==> src/rtl/core/range_image_outlier_filter_macros.svh <==
// ----------------------------------------------------------------------------
// Range image outlier filter: assertion macros
// Shared helpers that wrap concurrent assertions on clk_i and rst_ni.
// ----------------------------------------------------------------------------
`ifndef RANGE_IMAGE_OUTLIER_FILTER_MACROS_SVH
`define RANGE_IMAGE_OUTLIER_FILTER_MACROS_SVH

// Property must hold at every clock edge outside reset.
`define RIF_ASSERT(lbl, prop, msg) \
  lbl: assert property (@(posedge clk_i) disable iff (!rst_ni) prop) else $error(msg);

// Condition must never be seen outside reset.
`define RIF_ASSERT_NEVER(lbl, prop, msg) `RIF_ASSERT(lbl, !(prop), msg)

`endif

==> src/rtl/core/rif_pkg.sv <==
// ----------------------------------------------------------------------------
// rif_pkg
// Types, codes and window tables shared by the outlier filter modules.
// ----------------------------------------------------------------------------
`default_nettype none

package rif_pkg;

  // Configuration register indexes.
  localparam logic [1:0] REG_LEVEL  = 2'd0;
  localparam logic [1:0] REG_HEIGHT = 2'd1;
  localparam logic [1:0] REG_WIDTH  = 2'd2;

  // Input command codes carried in tuser.
  localparam logic CMD_PUSH  = 1'b0;
  localparam logic CMD_DRAIN = 1'b1;

  // Smallest image dimension that is filtered at all.
  localparam logic [10:0] MIN_DIM = 11'd11;

  // Effective configuration handed from the front to the back.
  typedef struct packed {
    logic [2:0]  level;
    logic [10:0] width;
    logic [10:0] height;
  } rif_cfg_t;

  // Back-end sequencer states.
  typedef enum logic [2:0] {
    ST_IDLE,
    ST_CENT,
    ST_DIV,
    ST_PREP,
    ST_SCAN,
    ST_TAIL,
    ST_DONE
  } rif_state_e;

  // Window edge length per level.
  function automatic logic [3:0] win_size(input logic [2:0] level);
    logic [3:0] ws;
    case (level)
      3'd1:    ws = 4'd3;
      3'd2:    ws = 4'd5;
      3'd3:    ws = 4'd6;
      3'd4:    ws = 4'd7;
      3'd5:    ws = 4'd9;
      default: ws = 4'd0;
    endcase
    return ws;
  endfunction

  // Minimum number of close neighbors per level.
  function automatic logic [6:0] min_count(input logic [2:0] level);
    logic [6:0] mc;
    case (level)
      3'd1:    mc = 7'd3;
      3'd2:    mc = 7'd5;
      3'd3:    mc = 7'd5;
      3'd4:    mc = 7'd7;
      3'd5:    mc = 7'd11;
      default: mc = 7'd0;
    endcase
    return mc;
  endfunction

endpackage

`default_nettype wire

==> src/rtl/core/rif_back.sv <==
// ----------------------------------------------------------------------------
// rif_back
// Takes one job at a time; unless bypassed, finds the pixel position with a
// serial divider and, away from the border, scans the window through the line store and counts close neighbors.
// ----------------------------------------------------------------------------
`default_nettype none
`include "range_image_outlier_filter_macros.svh"

module rif_back import rif_pkg::*; #(
  parameter int unsigned RangeBits = 20,
  parameter int unsigned Depth     = 9232,
  parameter int unsigned CntW      = 21,
  localparam int unsigned AddrW    = $clog2(Depth),
  localparam int unsigned JobW     = 1 + AddrW + CntW
) (
  input  wire logic                 clk_i,
  input  wire logic                 rst_ni,
  input  rif_cfg_t                  cfg_i,
  // Job queue
  input  wire logic                 job_valid_i,
  input  wire logic [JobW-1:0]      job_data_i,
  output logic                      job_pop_o,
  // Line store read port
  output logic      [AddrW-1:0]     st_raddr_o,
  input  wire logic [RangeBits-1:0] st_rdata_i,
  // Result stream
  output logic                      m_axis_tvalid,
  input  wire logic                 m_axis_tready,
  output logic      [23:0]          m_axis_tdata,  // [19:0] range_out
  output logic                      m_axis_tlast   // last_of_frame
);

  localparam int unsigned StepW = $clog2(CntW + 1);

  rif_state_e           state_q, state_d;
  logic [CntW-1:0]      quo_q, quo_d;
  logic [11:0]          rem_q, rem_d;
  logic [StepW-1:0]     step_q, step_d;
  logic [AddrW-1:0]     ctr_q, ctr_d;
  logic                 last_q, last_d;
  logic [RangeBits-1:0] v_q, v_d;
  logic [RangeBits-1:0] res_q, res_d;
  logic [AddrW-1:0]     row_q, row_d;
  logic [AddrW-1:0]     col_q, col_d;
  logic [3:0]           r_q, r_d;
  logic [3:0]           k_q, k_d;
  logic [6:0]           cnt_q, cnt_d;
  logic                 chk_q, chk_d;

  logic                 out_valid_q, out_valid_d;
  logic [19:0]          out_data_q, out_data_d;
  logic                 out_last_q, out_last_d;

  logic [3:0]           ws;
  logic [2:0]           hw;
  logic [6:0]           minc;
  logic                 bypass;
  logic [11:0]          rem_sh;
  logic                 border;
  logic [AddrW:0]       off, start, row_sum, col_sum;
  logic [RangeBits-1:0] diff;
  logic [RangeBits:0]   tol;
  logic                 hit;
  logic [6:0]           cnt_hit;
  logic                 out_free;

  assign ws     = win_size(cfg_i.level);
  assign hw     = 3'(ws >> 1);
  assign minc   = min_count(cfg_i.level);
  assign bypass = (cfg_i.level == 3'd0) || (cfg_i.width < MIN_DIM) || (cfg_i.height < MIN_DIM);

  // One restoring division step: position from pixel index.
  assign rem_sh = {rem_q[10:0], quo_q[CntW-1]};

  // Border test on row quo_q and column rem_q.
  assign border = (quo_q < CntW'(hw))
               || ((CntW + 1)'(quo_q) + (CntW + 1)'(hw) >= (CntW + 1)'(cfg_i.height))
               || (rem_q < 12'(hw))
               || (rem_q + 12'(hw) >= 12'(cfg_i.width));

  // Ring address of the window's first pixel and the scan steps.
  assign off     = (AddrW + 1)'(14'(14'(hw) * 14'(cfg_i.width)) + 14'(hw));
  assign start   = ({1'b0, ctr_q} >= off) ? ({1'b0, ctr_q} - off)
                                          : ({1'b0, ctr_q} + (AddrW + 1)'(Depth) - off);
  assign row_sum = {1'b0, row_q} + (AddrW + 1)'(cfg_i.width);
  assign col_sum = {1'b0, col_q} + (AddrW + 1)'(1);

  // Closeness test of the sample returned by the store.
  assign diff    = (st_rdata_i >= v_q) ? (st_rdata_i - v_q) : (v_q - st_rdata_i);
  assign tol     = (RangeBits + 1)'(v_q >> 4) + (RangeBits + 1)'(1);
  assign hit     = ({1'b0, diff} <= tol);
  assign cnt_hit = cnt_q + 7'(chk_q && hit);

  assign out_free = !out_valid_q || m_axis_tready;

  // Sequencer: next state, scan control and result.
  always_comb begin
    state_d    = state_q;
    quo_d      = quo_q;
    rem_d      = rem_q;
    step_d     = step_q;
    ctr_d      = ctr_q;
    last_d     = last_q;
    v_d        = v_q;
    res_d      = res_q;
    row_d      = row_q;
    col_d      = col_q;
    r_d        = r_q;
    k_d        = k_q;
    cnt_d      = cnt_q;
    chk_d      = 1'b0;
    job_pop_o  = 1'b0;
    st_raddr_o = col_q;
    case (state_q)
      ST_IDLE: begin
        st_raddr_o = job_data_i[CntW +: AddrW];
        if (job_valid_i) begin
          job_pop_o = 1'b1;
          quo_d     = job_data_i[CntW-1:0];
          ctr_d     = job_data_i[CntW +: AddrW];
          last_d    = job_data_i[JobW-1];
          state_d   = ST_CENT;
        end
      end
      ST_CENT: begin
        v_d    = st_rdata_i;
        res_d  = st_rdata_i;
        rem_d  = '0;
        step_d = '0;
        state_d = bypass ? ST_DONE : ST_DIV;
      end
      ST_DIV: begin
        if (rem_sh >= 12'(cfg_i.width)) begin
          rem_d = rem_sh - 12'(cfg_i.width);
          quo_d = {quo_q[CntW-2:0], 1'b1};
        end else begin
          rem_d = rem_sh;
          quo_d = {quo_q[CntW-2:0], 1'b0};
        end
        step_d = step_q + StepW'(1);
        if (step_q == StepW'(CntW - 1)) begin
          state_d = ST_PREP;
        end
      end
      ST_PREP: begin
        row_d = AddrW'(start);
        col_d = AddrW'(start);
        r_d   = '0;
        k_d   = '0;
        cnt_d = '0;
        state_d = border ? ST_DONE : ST_SCAN;
      end
      ST_SCAN: begin
        chk_d = 1'b1;
        cnt_d = cnt_hit;
        if (k_q == ws - 4'd1) begin
          k_d   = '0;
          r_d   = r_q + 4'd1;
          row_d = (row_sum >= (AddrW + 1)'(Depth)) ? AddrW'(row_sum - (AddrW + 1)'(Depth))
                                                   : AddrW'(row_sum);
          col_d = row_d;
          if (r_q == ws - 4'd1) begin
            state_d = ST_TAIL;
          end
        end else begin
          k_d   = k_q + 4'd1;
          col_d = (col_sum >= (AddrW + 1)'(Depth)) ? '0 : AddrW'(col_sum);
        end
      end
      ST_TAIL: begin
        res_d   = (cnt_hit < minc) ? '0 : v_q;
        state_d = ST_DONE;
      end
      ST_DONE: begin
        if (out_free) begin
          state_d = ST_IDLE;
        end
      end
      default: state_d = ST_IDLE;
    endcase
  end

  // Output register: holds one finished result for the consumer.
  always_comb begin
    out_valid_d = out_valid_q;
    out_data_d  = out_data_q;
    out_last_d  = out_last_q;
    if (out_valid_q && m_axis_tready) begin
      out_valid_d = 1'b0;
    end
    if (state_q == ST_DONE && out_free) begin
      out_valid_d = 1'b1;
      out_data_d  = 20'({{20{1'b0}}, res_q});
      out_last_d  = last_q;
    end
  end

  always_ff @(posedge clk_i or negedge rst_ni) begin
    if (!rst_ni) begin
      state_q     <= ST_IDLE;
      chk_q       <= 1'b0;
      out_valid_q <= 1'b0;
    end else begin
      state_q     <= state_d;
      chk_q       <= chk_d;
      out_valid_q <= out_valid_d;
    end
  end

  // Datapath registers need no reset.
  always_ff @(posedge clk_i) begin
    quo_q      <= quo_d;
    rem_q      <= rem_d;
    step_q     <= step_d;
    ctr_q      <= ctr_d;
    last_q     <= last_d;
    v_q        <= v_d;
    res_q      <= res_d;
    row_q      <= row_d;
    col_q      <= col_d;
    r_q        <= r_d;
    k_q        <= k_d;
    cnt_q      <= cnt_d;
    out_data_q <= out_data_d;
    out_last_q <= out_last_d;
  end

  assign m_axis_tvalid = out_valid_q;
  assign m_axis_tdata  = {4'd0, out_data_q};
  assign m_axis_tlast  = out_last_q;

  `RIF_ASSERT(a_pop_only_idle, job_pop_o |-> state_q == ST_IDLE, "job taken while busy")
  `RIF_ASSERT(a_done_loads, (state_q == ST_DONE && out_free) |=> out_valid_q, "result not loaded")
  `RIF_ASSERT_NEVER(a_scan_rows, state_q == ST_SCAN && r_q >= ws, "scan ran past the window")

endmodule

`default_nettype wire

==> config.mk <==
export PLATFORM = sky130hd
export DESIGN_NAME = rif_back
export DESIGN_NICKNAME = d
export VERILOG_FILES = /design/src/rtl/core/rif_pkg.sv /design/src/rtl/core/rif_back.sv
export VERILOG_INCLUDE_DIRS = /design/src /design/src/rtl/core
export SDC_FILE = /design/constraint.sdc
export NUM_CORES = 1
export LEC_CHECK = 0
export BUFFER_PORTS_ARGS = -buffer_cell sky130_fd_sc_hd__buf_2
export CAP_MARGIN = 20
export CELL_PAD_IN_SITES_DETAIL_PLACEMENT = 1
export CELL_PAD_IN_SITES_GLOBAL_PLACEMENT = 2
export CORE_MARGIN = 4
export CORE_UTILIZATION = 42
export CTS_CLUSTER_DIAMETER = 120
export DETAILED_ROUTE_END_ITERATION = 8
export HOLD_SLACK_MARGIN = 0.02
export PLACE_DENSITY = 0.91
export SYNTH_ARGS = -nofsm -noshare
export SYNTH_HDL_FRONTEND = slang
export SYNTH_SLANG_ARGS = --single-unit
export TNS_END_PERCENT = 50
==> constraint.sdc <==
create_clock -name clk_i -period 13.7 [get_ports clk_i]
set_clock_uncertainty 0.2 [all_clocks]
set_input_delay 0.685 -clock clk_i [delete_from_list [all_inputs] [get_ports clk_i]]
set_output_delay 0.685 -clock clk_i [all_outputs]
set_load 0.1 [all_outputs]
# Word level (Yosys, flattened, before mapping)
# Index checks and enable logic that the tools add are counted.
# totals
memories	0
ram_bits	0
reg_bits	162
rom_bits	0
latchBits	0
# op_classes
muxes	37
mul	1
n_lt_le_gt_ge	13
div	0
addsub	18
shifts	0
n_eq_ne	19
reduce_logical	22
n_bitwise	0
# ops
op	count
$mux 14	6
$pmux 14 s2	2
$pmux 21 s2	1
$mux 20	2
$pmux 20 s2	1
$sub 20x20->20	2
$ge 15x14->1 const B	2
$sub 14x14->14	2
$ge 12x11->1	2
$pmux 12 s2	1
$add 21x3->22	1
$ge 22x11->1	1
$lt 11x4->1 const B	2
$lt 21x3->1	1
$mux 21	1
$pmux 3 s7	1
$ge 20x20->1	1
$le 20x17->1	1
$pmux 4 s5	1
$mux 3	6
$add 16x1->17 const B	1
$pmux 4 s2	2
$pmux 4 s4	1
$add 14x1->15 const B	1
other kinds (34)	68

# Logic depth before layout (Yosys ltp)
# logic_depth
depth_word	9
ltp_mapped	33

# Worst setup path before layout
# No wires, ideal clock.
# synth_path
path_type	in2reg
from	in cfg_i[24] (netlist bit)
to	reg col_q[13] (data pin)
required_ps	13226
stages	28
path_buffers	4
t_arrival_ps	6294
setup_slack_ps	6932
path_cell_list	buf_2 > buf_2 > nand2b_1 > nand2_1 > clkbuf_1 > nand2_1 > fa_1 > fa_1 > inv_1 > fa_1 > a21o_1 > a21oi_1 > o21bai_1 > a21oi_1 > o21bai_1 > a21oi_1 > xnor2_1 > inv_1 > ha_1 > nand4_1 > o31ai_1 > o221a_1 > a21bo_1 > buf_2 > a311oi_1 > a31oi_1 > mux2i_1 > a31oi_1
# synth_via
elab_chain_cells	7
# synth_rtl
item	line_no	text
from (decl)	rif_back.sv:18	input rif_cfg_t cfg_i,
$eq 3x3->1, or another cell as far along	rif_pkg.sv:42	case (level)
$pmux 4 s5 (*)	rif_pkg.sv:42	
$mul 3x11->14	rif_back.sv:82	assign off = (AddrW + 1)'(14'(14'(hw) * 14'(cfg_i.width)) + 14'(hw));
$add 14x3->15	rif_back.sv:82	
$sub 14x14->14, or another cell as far along	rif_back.sv:84	: ({1'b0, ctr_q} + (AddrW + 1)'(Depth) - off);
$mux 14	rif_back.sv:83	assign start = ({1'b0, ctr_q} >= off) ? ({1'b0, ctr_q} - off)
$pmux 14 s2 (*)	rif_back.sv:114	case (state_q)
named net col_d[13]	rif_back.sv:44	logic [AddrW-1:0] col_q, col_d;
to (signal assigned)	rif_back.sv:220	col_q <= col_d;
to (decl)	rif_back.sv:44	
# The timed path passes the listed nets; every way through them passes the cells marked *.
# A chain may end at the register's enable or synchronous reset.

# Worst setup path in the final report
# layout_path
from	in cfg_i[22] (netlist bit)
to	reg col_q[7] (data pin)
# The elaborated chain is that of the path after synthesis.

==> summary.txt <==
Status
  – Status: complete, no violations

GRT
  – Remaining Overflow, GRT: 0
  – Via count of the first global-routing pass: between 10,000 and 15,000
  – Largest net degree at the start of global routing: 37
  – Initial antenna violation count: 0
  – GR Util All Layers: around a quarter
  – First-pass GRT wire length: 77,500 microns

Worst setup path
  – Max stage delay on crit path: 0.58 ns
  – Worst Path Required: 13.71 ns
  – Startpoint Class: primary input
  – CP max stage cell: and2_1
  – Crit path arrival time: around 7.6 ns
  – CP Max Fanout: 16
  – CP endpoint kind: flip-flop
  – Reg2Reg Setup Slack: 6.41 ns
  – Crit Path Class: primary input to flip-flop

Synthesis
  – Synthesized area: 15,600 sq um
  – Synth Flop Type: edfxtp_1
  – Post-synth ARST share: 3.09%
  – Total of warnings raised by yosys: 0
  – Mean Syn Cell Area: 9.20 sq um
  – Post-synth EDFFs: between 150 and 200
  – Synth cell types: 103
  – Register area share after synthesis: 31.1%
  – Yosys reg bits: 162
  – Mapped Cells: 1,691

Route
  – # DRC: 0
  – Via count: around 13,000
  – Vias per cell: 5.88
  – Post-DRT Antenna Nets: 0
  – Total Wirelength: 48,300 microns
  – 1st-pass router iterations: 5
  – Wire per inst: 21.3 microns
  – Initial drt markers: ~830

CTS
  – CTS sink count: approximately 160
  – H-tree levels: 4
  – Num CTS Buffers: 17
  – TritonCTS clock tree: yes
  – CTS root buf: clkbuf_16
  – Worst-skew pair later-pin latency: 0.46 ns
  – CTS max path bufs: 2
  – CTS clk-pin slew, worst paths: 0.08 ns

Floorplanning
  – Die area: 40,200 sq um
  – Cell row count: 70
  – Ports: ~130
  – Chip Width: 200 microns
  – Core Box Area: 36,600 sq um
  – Initial Util: 42.5%
  – Chip height: about 200 microns

Cells and area
  – Util after Layout: 47.2%
  – Layout cell share with drive strength beyond 1: about an eighth
  – Fin nets: 2,083
  – Post-route cell area: 17,300 sq um
  – Layout area overhead: 11.0%
  – # fillers: between 4,000 and 5,000

Power
  – Sequential power share: 28.0%
  – P_int: 1.77 mW
  – Power per cell area: between 200 and 250 nW/um^2
  – Clk network pwr share: 15.0%
  – Sw Share: about 50%
  – Gate power share: 57.0%
  – Leakage power: 7.38 nW
  – Psw: 1.79 mW
  – Worst IR Drop VDD: 105 uV
  – Total power: 3.56 mW

STA
  – Fin. Hold Viols: 0
  – Fmax: 133 MHz
  – Measured slew at the worst slew-check pin: 1.03 ns
  – Count of final setup violators: 0
  – Tmin final: between 7 and 8 ns
  – Final Cycle Share: 55.0%
  – Final Max Tran Viols: 0
  – Post-route setup TNS: 0 ns
  – RSZ-0062 raised after global routing: false
  – Slew margin rel.: between 30% and 40%

Min path
  – Hold Path Class: primary input to flip-flop

Job
  – MaxCap Viol Count: 0

Place
  – Port Buf Inserts: approximately 120
  – Placement Cell Area: 16,600 sq um
  – Placer Congestion: 0.887
  – Post-DP HPWL: 37,900 microns
==> critical path, delay by kind of cell <==
family          cells  cell delay (ns)
compound gates     12             3.13
buf+inv             3             0.36
fa+ha+maj           4             1.93
simple gates        5             1.21
xor+xnor            1             0.21
==> metrics by stage <==
step / hold slack (ns) / std cells / worst slack, ns
detailed placement: 0.206 / 2237 / 5.86
floorplan: 0.189 / 1694 / 6.93
global placement: 0.200 / 2236 / 6.06
finish: 0.205 / 2272 / 6.16
CTS: 0.193 / 2270 / 6.34
global route: 0.198 / 2271 / 5.71
==> placed cells by master (no fill, tap or decap), types with 17 or more instances in the layout <==
cell,instances
a211oi_1,26
a21o_1,41
a21oi_1,80
a22o_1,20
a31oi_1,22
and3_1,23
buf_2,121
clkbuf_16,17
edfxtp_1,157
fa_1,28
ha_1,180
inv_1,136
nand2_1,167
nand3_1,55
nand4_1,20
nor2_1,120
nor2b_1,23
nor3_1,35
nor4_1,18
o21a_1,17
o21ai_0,66
xnor2_1,83
xor2_1,40
==> layout make-up <==
cell class	instances	area (sq um)	share of cell area, %
Multi-Input combinational cell	1336	9940	57.5
Timing Repair Buffer	135	741	4.29
Inverter	138	518	3.00
Sequential cell	162	4840	28.0
Tap cell	468	586	3.39
Antenna cell	1	2.50	0.0145
Clock inverter	15	219	1.27
Clock buffer	17	425	2.46
==> logic make-up after synthesis <==
logic type | synth area share, %
fa+ha+maj | 18.1
flops | 31.1
buf+inv | 5.18
simple gates | 17.4
other cells | 0.0241
compound gates | 19.1
mux | 2.12
xor+xnor | 7.03
==> Yosys cell counts (all sizes together), types with 22 or more instances <==
cell	instances	area (sq um)
a31oi	22	138
edfxtp	157	4710
nor3	39	210
nand3	56	285
nor2b	23	144
a211oi	27	208
clkbuf	27	105
a21oi	83	427
and3	24	155
nor2	121	454
nand2	169	639
ha	180	2250
xor2	41	367
buf	31	183
a21o	41	308
inv	136	510
xnor2	83	727
fa	28	561
o21ai	81	417
==> state kept, by name (all words and copies together) (netlist names), 3 cells and up <==
signal / count
cnt_q: 7
res_q: 20
quo_q: 21
ctr_q: 14
v_q: 20
step_q: 5
row_q: 14
r_q: 4
k_q: 4
state_q: 3
rem_q: 12
out_data_q: 20
col_q: 14
==> path summary, 6_finish.rpt <==
kind | start | to | cells after the start
setup reg to reg | v_q[5] | res_q[10] | 26
hold / removal | job_data_i[24] | ctr_q[3] | 1
max in group asynchronous | rst_ni | state_q[1] | 2
min in group asynchronous | rst_ni | state_q[2] | 2
hold reg to reg | res_q[16] | out_data_q[16] | 0
setup / recovery | cfg_i[22] | col_q[7] | 25
==> metal layers <==
metal / wire [microns] / GRT usage, % / vias up
met5: 0 / 0 / -
met4: 785 / 5.46 / 0
met3: 1750 / 2.96 / 54
met2: 23700 / 40.8 / 253
met1: 22100 / 31.9 / 6690
li1: - / - / 6361
==> power groups by stage <==
stage                     clock [mW]  sequential, mW  combinational [mW]
after floorplan                    0            1.04                1.43
after global placement             0           0.998                1.95
after detailed placement           0            1.00                2.01
after CTS                      0.542           0.994                2.03
after global routing           0.568            1.02                2.23
final                          0.535           0.997                2.03
==> repair_timing <==
item,in CTS,in global routing
hold buffers,1,0
endpoints found under the hold margin,5,0
resized for setup,0,0
setup buffers,0,0
(Power assumes the default switching activity.)
