==> src/rtl/core/range_image_outlier_filter_macros.svh <==
// ----------------------------------------------------------------------------
// Range image outlier filter: assertion macros
// Shared helpers that wrap concurrent assertions on clk_i and rst_ni.
// ----------------------------------------------------------------------------
`ifndef RANGE_IMAGE_OUTLIER_FILTER_MACROS_SVH
`define RANGE_IMAGE_OUTLIER_FILTER_MACROS_SVH

// Property must hold at every clock edge outside reset.
`define RIF_ASSERT(lbl, prop, msg) \
  lbl: assert property (@(posedge clk_i) disable iff (!rst_ni) prop) else $error(msg);

// Condition must never be seen outside reset.
`define RIF_ASSERT_NEVER(lbl, prop, msg) `RIF_ASSERT(lbl, !(prop), msg)

`endif

==> src/rtl/core/rif_queue.sv <==
// ----------------------------------------------------------------------------
// rif_queue
// Two-entry job queue between the front and the back of the filter.
// ----------------------------------------------------------------------------
`default_nettype none

module rif_queue #(
  parameter int unsigned Width = 36
) (
  input  wire logic             clk_i,
  input  wire logic             rst_ni,
  input  wire logic             push_i,
  input  wire logic [Width-1:0] data_i,
  output logic                  full_o,
  input  wire logic             pop_i,
  output logic                  valid_o,
  output logic      [Width-1:0] data_o
);

  logic [Width-1:0] mem_q [2];
  logic             wr_ptr_q, wr_ptr_d;
  logic             rd_ptr_q, rd_ptr_d;
  logic [1:0]       cnt_q, cnt_d;

  assign full_o  = (cnt_q == 2'd2);
  assign valid_o = (cnt_q != 2'd0);
  assign data_o  = mem_q[rd_ptr_q];

  // Pointer and fill count update.
  always_comb begin
    wr_ptr_d = push_i ? ~wr_ptr_q : wr_ptr_q;
    rd_ptr_d = pop_i ? ~rd_ptr_q : rd_ptr_q;
    cnt_d    = cnt_q;
    if (push_i && !pop_i) begin
      cnt_d = cnt_q + 2'd1;
    end else if (!push_i && pop_i) begin
      cnt_d = cnt_q - 2'd1;
    end
  end

  always_ff @(posedge clk_i or negedge rst_ni) begin
    if (!rst_ni) begin
      wr_ptr_q <= 1'b0;
      rd_ptr_q <= 1'b0;
      cnt_q    <= 2'd0;
    end else begin
      wr_ptr_q <= wr_ptr_d;
      rd_ptr_q <= rd_ptr_d;
      cnt_q    <= cnt_d;
    end
  end

  // Entry storage needs no reset.
  always_ff @(posedge clk_i) begin
    if (push_i) begin
      mem_q[wr_ptr_q] <= data_i;
    end
  end

endmodule

`default_nettype wire

==> config.mk <==
export PLATFORM = sky130hd
export DESIGN_NAME = rif_queue
export DESIGN_NICKNAME = d
export VERILOG_FILES = /design/src/rtl/core/range_image_outlier_filter_macros.svh /design/src/rtl/core/rif_queue.sv
export SDC_FILE = /design/constraint.sdc
export NUM_CORES = 1
export LEC_CHECK = 0
export ABC_AREA = 1
export BUFFER_PORTS_ARGS = -buffer_cell sky130_fd_sc_hd__clkbuf_2
export CAP_MARGIN = 15
export CELL_PAD_IN_SITES_DETAIL_PLACEMENT = 0
export CELL_PAD_IN_SITES_GLOBAL_PLACEMENT = 1
export CORE_ASPECT_RATIO = 2
export CORE_MARGIN = 8
export CORE_UTILIZATION = 49
export CTS_BUF_LIST = sky130_fd_sc_hd__clkbuf_8
export CTS_CLUSTER_DIAMETER = 120
export DETAILED_ROUTE_END_ITERATION = 10
export GPL_TIMING_DRIVEN = 0
export PLACE_DENSITY = 0.93
export SYNTH_ARGS = -nofsm -noshare
export SYNTH_HDL_FRONTEND = slang
export SYNTH_SLANG_ARGS = --single-unit
==> constraint.sdc <==
create_clock -name clk_i -period 5.9 [get_ports clk_i]
set_clock_uncertainty 0.05 [all_clocks]
set_input_delay 0.59 -clock clk_i [delete_from_list [all_inputs] [get_ports clk_i]]
set_output_delay 0.59 -clock clk_i [all_outputs]
set_load 0.05 [all_outputs]
### Word level (Yosys, flattened, before mapping)

Memory sizes are Yosys's and may differ from the RTL's.
Index checks and enable logic that the tools add are counted.

| storage, ports and cells | value |
|---|---|
| flip-flop bits (word level) | 4 |
| RAM bits | 72 |
| input bits | 40 |
| output and inout bits | 38 |
| logic and storage cells | 19 |
| memories | 1 |

| operators by class | value |
|---|---|
| add/subtract/negate cells | 2 |
| eq/ne operators | 1 |
| muxes and demuxes | 4 |
| bitwise operators | 2 |
| reduce and logical (&&, ||, !) cells | 6 |

Memories:

| name | words | width | read ports | clocked after Yosys merged registers in | wr ports | RTL line | text |
|---|---|---|---|---|---|---|---|
| mem_q | 2 | 36 | 1 | 0 | 1 | rif_queue.sv:20 | `logic [Width-1:0] mem_q [2];` |

Operators by type and width:

| cell | number |
|---|---|
| $mux W2 | 2 |
| $reduce_bool A2 Y1 | 2 |
| $add A2 B1 Y2 const B | 1 |
| $eq A2 B2 Y1 const B | 1 |
| $logic_and A1 B1 Y1 | 2 |
| $logic_not A1 Y1 | 2 |
| $mux W1 | 2 |
| $not A1 Y1 | 2 |
| $sub A2 B1 Y2 const B | 1 |

### Depth between registers and ports, before layout

Gate-level depths: netlist of the first run.

| depth | value |
|---|---|
| word-level depth | 4 |
| depth in mapped cells | 7 |
| gate-level depth less buffers | 7 |

### Worst setup path after synthesis of the first run

OpenSTA, ideal clock, no wires.

| timing path | value |
|---|---|
| path type | input to register |
| from | input push_i |
| to | memory mem_q[0][0] (enable) |
| library setup time | 0.430 ns |
| arrival time | 2.146 ns |
| data required time | 5.420 ns |
| setup slack | 3.274 ns |
| stages on the path | 2 |
| buffers on the path | 0 |
| cells stage by stage | inv_1 nor2_1 |

| on the way | value |
|---|---|
| word-level cells in the longest chain between the ends | 2 |

RTL lines:

| item | RTL line | text |
|---|---|---|
| start, declared | rif_queue.sv:12 | `input wire logic push_i,` |
| $mux W1 | rif_queue.sv:55 | `if (push_i) begin` |
| $mux W1 (not written as such) | rif_queue.sv:56 | `mem_q[wr_ptr_q] <= data_i;` |
| end, declared | rif_queue.sv:20 |  |

Every way passes these cells.

### Worst setup path in the final report of the first run

| timing path | value |
|---|---|
| from | register rd_ptr_q |
| to | output data_o[23] |

| on the way | value |
|---|---|
| word-level cells in the longest chain between the ends | 1 |

RTL lines:

| item | RTL line | text |
|---|---|---|
| start, declared | rif_queue.sv:22 | `logic rd_ptr_q, rd_ptr_d;` |
| start signal, assigned | rif_queue.sv:48 | `rd_ptr_q <= rd_ptr_d;` |
| $mem_v2 Z2 W36 | -- |  |
| end, declared | rif_queue.sv:17 | `output logic [Width-1:0] data_o` |

Every way passes these cells.

==> metrics.cfg, run 1 <==
[power_and_ir_drop]
p_leak_nw=1.55
irDropWorstVdd_uv=252
power.density_nw_per_um2=560
power_w=0.00206

[synth]
netlist_area_um2=2950
ys.flop_type=edfxtp_1
ys_seq_area_frac=0.766
synth.net_count=178
synthCells=137
synth_common_cells=72 x edfxtp_1, 29 x mux2_4, 7 x inv_1, 7 x mux2_2, 6 x nand2_1
synthArstFlopShare=0.0526
yosysUniqueCellTypes=14
yosys.area.top_type=edfxtp_1
synth_area_leaders=edfxtp_1 73%, mux2_4 15%, dfrtp_1 3.4%
yosys_warnings=0
synth_top_area_share=0.732
synthMostInstantiatedCell=edfxtp_1
ys_ff_latch=76
synth_edf_count=72
avgSynthCellArea_um2=21.6

[global_routing]
antenna_found_initial=0
grt_pass1_wl_um=8020
grt_pass1_vias=1690
overflow=0
grt_max_degree=21
track_usage=0.119

[flow_run]
cap_violations=0

[outcome]
outcome=complete, no violations

[placement]
gp_congestion=0.626
dpl_cell_area_um2=3480
port_buffers=77
dp_hpwl_um=3760
place_inst=279

[worst_setup_path]
end_kind=output port
start_kind=flop
crit_arrival_ps=1570
cp_data_required_time_ps=5260
critPathKind=flop to output port
crit_fanout=10

[drt]
drt-initial-drc-count=96
routed_wl_um=4980
ant_nets=0
num_vias=1477
wl_per_cell_um=16.8
drc=0
via_per_inst=4.99
first_pass_iters=4

[layout]
fin_cells=296
area_delta_synth_final_pct=24.4
drive_gt1_frac=0.575
n_antenna_cell=0
finish.instance_area_um2=3670
layout.nets=269

[timing]
hold_slack_ps=380
setup_tns_ps=0
setup_viol=0
period_needed_ps=2210
maxSlewViolCount=0
fin_crit_sh=0.375
clock.fmax_mhz=452
relSlewSlack=0.491
hold_violations=0
tightest_slew_ps=763
rsz0062_at_grt=no

[clocking]
cts_inserted_buffers=9
cts_root_buffer=clkbuf_8
cts_max_level=3
clock-sinks=76
tritoncts=done
cts_max_path_buffers=2
clk_transition_reported_paths_ps=70
post_cts_buffers=0
clkLatencyLatePin_ps=340

[floorplan]
std_cell_rows=40
fp.dieW_um=70.9
start_util=0.500
core_um2=5910
die_h_um=126
ioPinCount=78
die_area_um2=8920

[hold_path]
hp-class=primary input to flop

[flip-flops by register name, summed over array words and instances, names as in the netlist]
signal	cells
mem_q	72
cnt_q	2
rd_ptr_q	1
wr_ptr_q	1
[routing by layer]
metal / GRT usage / wire, um
met5: 0 / 0
met4: 0.0593 / 96
met3: 0.0914 / 673
met2: 0.178 / 2390
met1: 0.116 / 1820
[kinds of logic (layout without fill, tap and decap cells)]
family | Yosys count | in the layout | synth area share
xor gates and xnor gates | 3 | 3 | 0.00890
buffers and inverters | 11 | 107 | 0.0330
and+or+nand+nor | 10 | 10 | 0.0140
adders and majority gates | 1 | 1 | 0.00423
muxes | 36 | 36 | 0.174
DFF | 76 | 76 | 0.766
[critical path: stages, from the launching register on]
cell      delay, ps
dfrtp_1         370
buf_6           160
buf_12          150
mux2_4          300
clkbuf_2        240
[placed cells by master (no fill, tap or decap)]
cell type | synthesis | layout
nand4_1 | 1 | 1
dlygate4sd3_1 | 0 | 1
clkinv_2 | 0 | 3
xor2_1 | 2 | 2
buf_6 | 1 | 1
nor2_1 | 2 | 1
clkbuf_2 | 0 | 77
mux2_4 | 29 | 29
dfrtp_1 | 4 | 4
mux2_2 | 7 | 7
bufinv_16 | 0 | 1
xnor2_1 | 1 | 1
nand2_1 | 6 | 6
ha_1 | 1 | 1
clkinvlp_4 | 0 | 1
nand3_1 | 1 | 1
inv_1 | 7 | 9
buf_16 | 0 | 2
nor2_4 | 0 | 1
clkbuf_8 | 0 | 9
edfxtp_1 | 72 | 72
buf_12 | 3 | 3
[report_power, final]
part	internal, W	switching [W]	leakage, nW	total [W]
clock network	0.000190	0.000174	0.101	0.000363
registers	0.000718	0.0000333	0.723	0.000751
logic	0.000322	0.000622	0.727	0.000944
total	0.00123	0.000829	1.55	0.00206
[repair_timing]
action | CTS | global route
hold buffers | 1 | 0
resized for setup | 0 | 0
setup endpoints to repair | 0 | 0
endpoints found under the hold margin | 4 | 0
[cell type report]
cell class                      count  area, um^2
Inverter                            7        26.3
Clock buffer                        9         124
Buffer                              4        71.3
Timing Repair Buffer               80         450
Clock inverter                      7        60.1
Tap cell                           63        78.8
Fill cell                         458        2230
Multi-Input combinational cell     50         602
Sequential cell                    76        2260
[through the flow]
step	utilization	setup slack, ps
floorplan	-	3270
global placement	0.579	2430
detailed placement	0.589	3910
CTS	0.622	3660
global route	0.622	3610
finish	0.622	3690
[path summary, 6_finish.rpt]
check	from	end	slack (ps)	cells after the start
setup reg to reg	wr_ptr_q	mem_q[1][26]	4240	3
max in group asynchronous	rst_ni	cnt_q[1]	5140	2
hold reg to reg	cnt_q[1]	cnt_q[1]	440	2
min in group asynchronous	rst_ni	wr_ptr_q	530	2
setup / recovery	rd_ptr_q	data_o[23]	3690	4
hold / removal	data_i[27]	mem_q[1][27]	380	1
(Power assumes the default switching activity.)
==> run 2, diff against run 1 <==
- CORE_UTILIZATION: 49 -> 41
- PLACE_DENSITY: 0.93 -> 0.83
- clock period: 5.9 -> 2 ns (I/O delays scaled with it)
==> run 2 against run 1 <==
  * Final cell count rose by 21%
  * Combinational power increased to 3.0 times the previous value
  * Via count increased by 11%
  * Sequential share of layout area shrank 5.3 points
  * Die area grew 16%
  * Global-route usage decreased by 0.44 points
  * Register-to-register slack worse by 3900 ps
  * Clock-buffer cell count unchanged
  * Design area increased by 9.4%
  * Critical path type unchanged
==> metrics.cfg, run 2 (synthesis gave the netlist of run 1 again) <==
[timing]
maxSlewViolCount=0
setup_viol=0
period_needed_ps=1820
hold_slack_ps=19.8
hold_violations=0
relSlewSlack=0.481
tightest_slew_ps=778
clock.fmax_mhz=550
fin_crit_sh=0.908
rsz0062_at_grt=no
setup_ws_ps=183

[hold_path]
min_from=data_i[2]
hold_depth=1
hp-class=primary input to flop
holdPathEnd=mem_q[0][2]

[power_and_ir_drop]
pwr-share-comb=0.476
irDropWorstVdd_uv=1090
p_leak_nw=1.68
p_int_w=0.00352
power.switching_w=0.00245
clockPowerShare=0.152
switching_share=0.411
power.density_nw_per_um2=1490
power_frac_seq=0.372

[floorplan]
fp.dieW_um=76.0
std_cell_rows=44
start_util=0.416
die_h_um=136
core_um2=7100
die_area_um2=10300
ioPinCount=78

[worst_setup_path]
start_kind=flop
rr_endpoint=mem_q[1][2]
cp_data_required_time_ps=1750
crit_fanout=10
critPathKind=flop to output port
crit_arrival_ps=1570
end_kind=output port
r2r.worst_path.cells=3
reg2reg_setup_slack_ps=330
rr_startpoint=wr_ptr_q

[clocking]
clk_transition_reported_paths_ps=70
cts_inserted_buffers=9
post_cts_resized=0
clkLatencyLatePin_ps=330
cts_max_path_buffers=2
clock-sinks=76
ctsHoldBuffers=36
tritoncts=done
post_cts_buffers=0
cts_root_buffer=clkbuf_8
cts_max_level=3

[drt]
routed_wl_um=5690
drc=0
first_pass_iters=4
via_per_inst=4.55
num_vias=1634
ant_nets=0
drt-initial-drc-count=69
wl_per_cell_um=15.8

[layout]
fillers=550
top_regs=mem_q x72, cnt_q x2
largest_reg_flops=72
drive_gt1_frac=0.491
layout_common_cells=77 x clkbuf_2, 72 x edfxtp_1, 36 x dlygate4sd3_1
regMostFlops=mem_q
n_antenna_cell=0
layout.cells.most_common=clkbuf_2
finish.instance_area_um2=4020
layout.nets=304
utilization=0.566
area_delta_synth_final_pct=36.0

[outcome]
outcome=complete, no violations

[placement]
dpl_cell_area_um2=3510
post-place-ws_ps=338
dp_hpwl_um=3930
gp_congestion=0.656
port_buffers=77

[global_routing]
use_met2=0.196
gr-usage-met1=0.114
grt_max_degree=31
antenna_found_initial=0
track_usage=0.114
grt_pass1_vias=1882
grt_util_met3=0.0603
grt_pass1_wl_um=9160
busiest_layer=met2
overflow=0

[flow_run]
cap_violations=0

==> run 2: changes by cell type in the layout (fill, tap and decap cells not counted) <==
cell | previous run | this run
clkinvlp_4 | 1 | 0
clkinv_2 | 3 | 2
dlygate4sd3_1 | 1 | 36
buf_12 | 3 | 4
bufinv_16 | 1 | 0
buf_16 | 2 | 1
clkinv_1 | 0 | 2
==> run 2: through the flow <==
step | total power [W] | setup TNS, ps | std cells
after global routing | 0.00626 | 0 | 359
after global placement | 0.00497 | -10960 | 306
after CTS | 0.00604 | 0 | 359
after floorplan | 0.00449 | 0 | 137
final | 0.00598 | 0 | 359
after detailed placement | 0.00508 | 0 | 308
==> run 2: layout make-up <==
cell class / count / area (um^2) / area share
multi-input cells: 50 / 602 / 0.150
inverters: 7 / 26.3 / 0.00654
repair buffers: 115 / 793 / 0.197
plain buffers: 4 / 71.3 / 0.0177
clock inverters: 6 / 25.0 / 0.00623
well taps: 92 / 115 / 0.0286
flip-flops and latches: 76 / 2260 / 0.563
clock buffers: 9 / 124 / 0.0308
==> run 2: metal layers <==
metal	vias up	share of wire
li1	772	-
met1	780	0.40
met2	76	0.50
met3	6	0.093
met4	0	0.010
met5	-	0
==> run 2: worst max path at each step <==
stage	from	endpoint	slack, ps	depth (start not counted)
after global routing	rd_ptr_q	data_o[25]	90	4
final	rd_ptr_q	data_o[25]	180	4
after detailed placement	wr_ptr_q	mem_q[1][4]	340	3
after floorplan	wr_ptr_q	mem_q[0][0]	180	1
after global placement	wr_ptr_q	mem_q[0][31]	-310	1
after CTS	rd_ptr_q	data_o[2]	140	4
==> run 2: power groups by stage <==
stage	sequential (W)	clock (W)	combinational (W)
2_1_floorplan	0.00223	0	0.00226
3_3_place_gp	0.00224	0	0.00273
3_5_place_dp	0.00226	0	0.00282
4_1_cts	0.00222	0.000935	0.00288
5_1_grt	0.00225	0.00101	0.00299
6_report	0.00222	0.000909	0.00285
==> run 2: critical path, stage by stage, from the launching register on <==
cell and delay (ps):
dfrtp_1 380, buf_6 160, buf_12 150, mux2_4 300, clkbuf_2 240
==> run 3, diff against run 2 <==
- REMOVE_ABC_BUFFERS: not set -> 1
==> run 3 against run 2 <==
  * First-iteration DRC count increased by 110%
  * Sequential share of layout area up 0.48 points
  * Largest cell class unchanged
  * Sequential cell count is the same
  * Global-route usage is 0.16 points lower
  * Die area unchanged
  * Clock-buffer cell count did not move
  * Via count fell by 2.0%
==> metrics.cfg, run 3 (synthesis gave the netlist of run 1 again) <==
[global_routing]
grt_max_degree=37
grt_pass1_wl_um=8990
overflow=0
track_usage=0.113
grt_pass1_vias=1878
antenna_found_initial=0

[timing]
fin_crit_sh=0.925
tightest_slew_ps=779
relSlewSlack=0.480
maxSlewViolCount=0
rsz0062_at_grt=no
clock.fmax_mhz=540
period_needed_ps=1850
hold_violations=0
setup_viol=0

[layout]
multi_input_area_um2=602
layout.area.seq_um2=2270
largest_reg_flops=72
layout.nets=303
drive_gt1_frac=0.489
regMostFlops=mem_q
area_delta_synth_final_pct=35.1
n_antenna_cell=0
layout_common_cells=77 x clkbuf_2, 72 x edfxtp_1, 38 x dlygate4sd3_1
layout.cells.most_common=clkbuf_2
top_regs=mem_q x72, cnt_q x2
fillers=556
fin_cells=358

[floorplan]
fp.dieW_um=76.0
die_h_um=136
std_cell_rows=44
core_um2=7100
start_util=0.416
die_area_um2=10300
ioPinCount=78

[worst_setup_path]
end_kind=output port
crit_arrival_ps=1600
cp_data_required_time_ps=1750
critPathKind=flop to output port
crit_fanout=21
start_kind=flop

[clocking]
cts_root_buffer=clkbuf_8
cts_inserted_buffers=9
clock-sinks=76
clk_transition_reported_paths_ps=60
cts_max_path_buffers=2
clkLatencyLatePin_ps=340
cts_max_level=3
tritoncts=done

[outcome]
outcome=complete, no violations

[hold_path]
hp-class=primary input to flop

[drt]
num_vias=1601
drc=0
first_pass_iters=4
drt-initial-drc-count=145
routed_wl_um=5590
via_per_inst=4.47
wl_per_cell_um=15.6
ant_nets=0

[power_and_ir_drop]
p_leak_nw=1.66
irDropWorstVdd_uv=985
power.density_nw_per_um2=1470
power_w=0.00588

[placement]
place_inst=304
gp_congestion=0.644
port_buffers=77
dp_hpwl_um=3610

[flow_run]
cap_violations=0

[run 3: final cells by class]
cell class,count,share of cell area
clock inverters,6,0.00627
flip-flops and latches,76,0.568
clock buffers,9,0.0310
multi-input cells,50,0.151
well taps,92,0.0288
repair buffers,118,0.209
inverters,7,0.00658
[run 3: power breakdown]
part	internal, W	switching [W]	total, W
clock network	0.000421	0.000489	0.000909
logic	0.000909	0.00183	0.00274
registers	0.00213	0.000111	0.00224
total	0.00346	0.00243	0.00588
[run 3: what timing repair did]
action / 4_1_cts / 5_1_grt
resized for setup: 1 / 0
endpoints found under the setup margin: 21 / 0
hold buffers: 38 / 0
hold endpoints to repair: 77 / 0
buffers inserted: 1 / 0
[run 3: final timing paths]
kind | from | end | slack (ps) | cells past startpoint
setup / recovery | rd_ptr_q | data_o[29] | 150 | 3
hold / removal | push_i | wr_ptr_q | 50 | 2
setup reg to reg | wr_ptr_q | mem_q[1][31] | 480 | 2
hold reg to reg | cnt_q[1] | cnt_q[1] | 430 | 2
max in group asynchronous | rst_ni | rd_ptr_q | 1620 | 2
min in group asynchronous | rst_ni | cnt_q[0] | 140 | 2
[run 3: layer usage]
metal  vias up  part of all wire  track usage
met2        75              0.48        0.182
met5         -                 0            0
met3         7             0.088       0.0583
li1        767                 -            -
met4         0             0.015       0.0560
met1       752              0.41        0.118
[run 3: worst max-delay path: stages (launching register included)]
cell	delay, ps
dfrtp_4	440
buf_12	200
mux2_2	360
clkbuf_2	240
[run 3: stage by stage]
| stage | setup WS, ps | hold slack (ps) | instance area (um^2) | utilization | TNS (ps) |
|---|---|---|---|---|---|
| global route | 87.0 | 41.9 | 3990 | 0.562 | 0 |
| global placement | -1210 | -42.3 | 3380 | 0.476 | -67960 |
| CTS | 124 | 36.2 | 3990 | 0.562 | 0 |
| finish | 149 | 50.3 | 3990 | 0.562 | 0 |
| detailed placement | 164 | -39.0 | 3440 | 0.484 | 0 |
| floorplan | -410 | -146 | 2880 | - | -18790 |
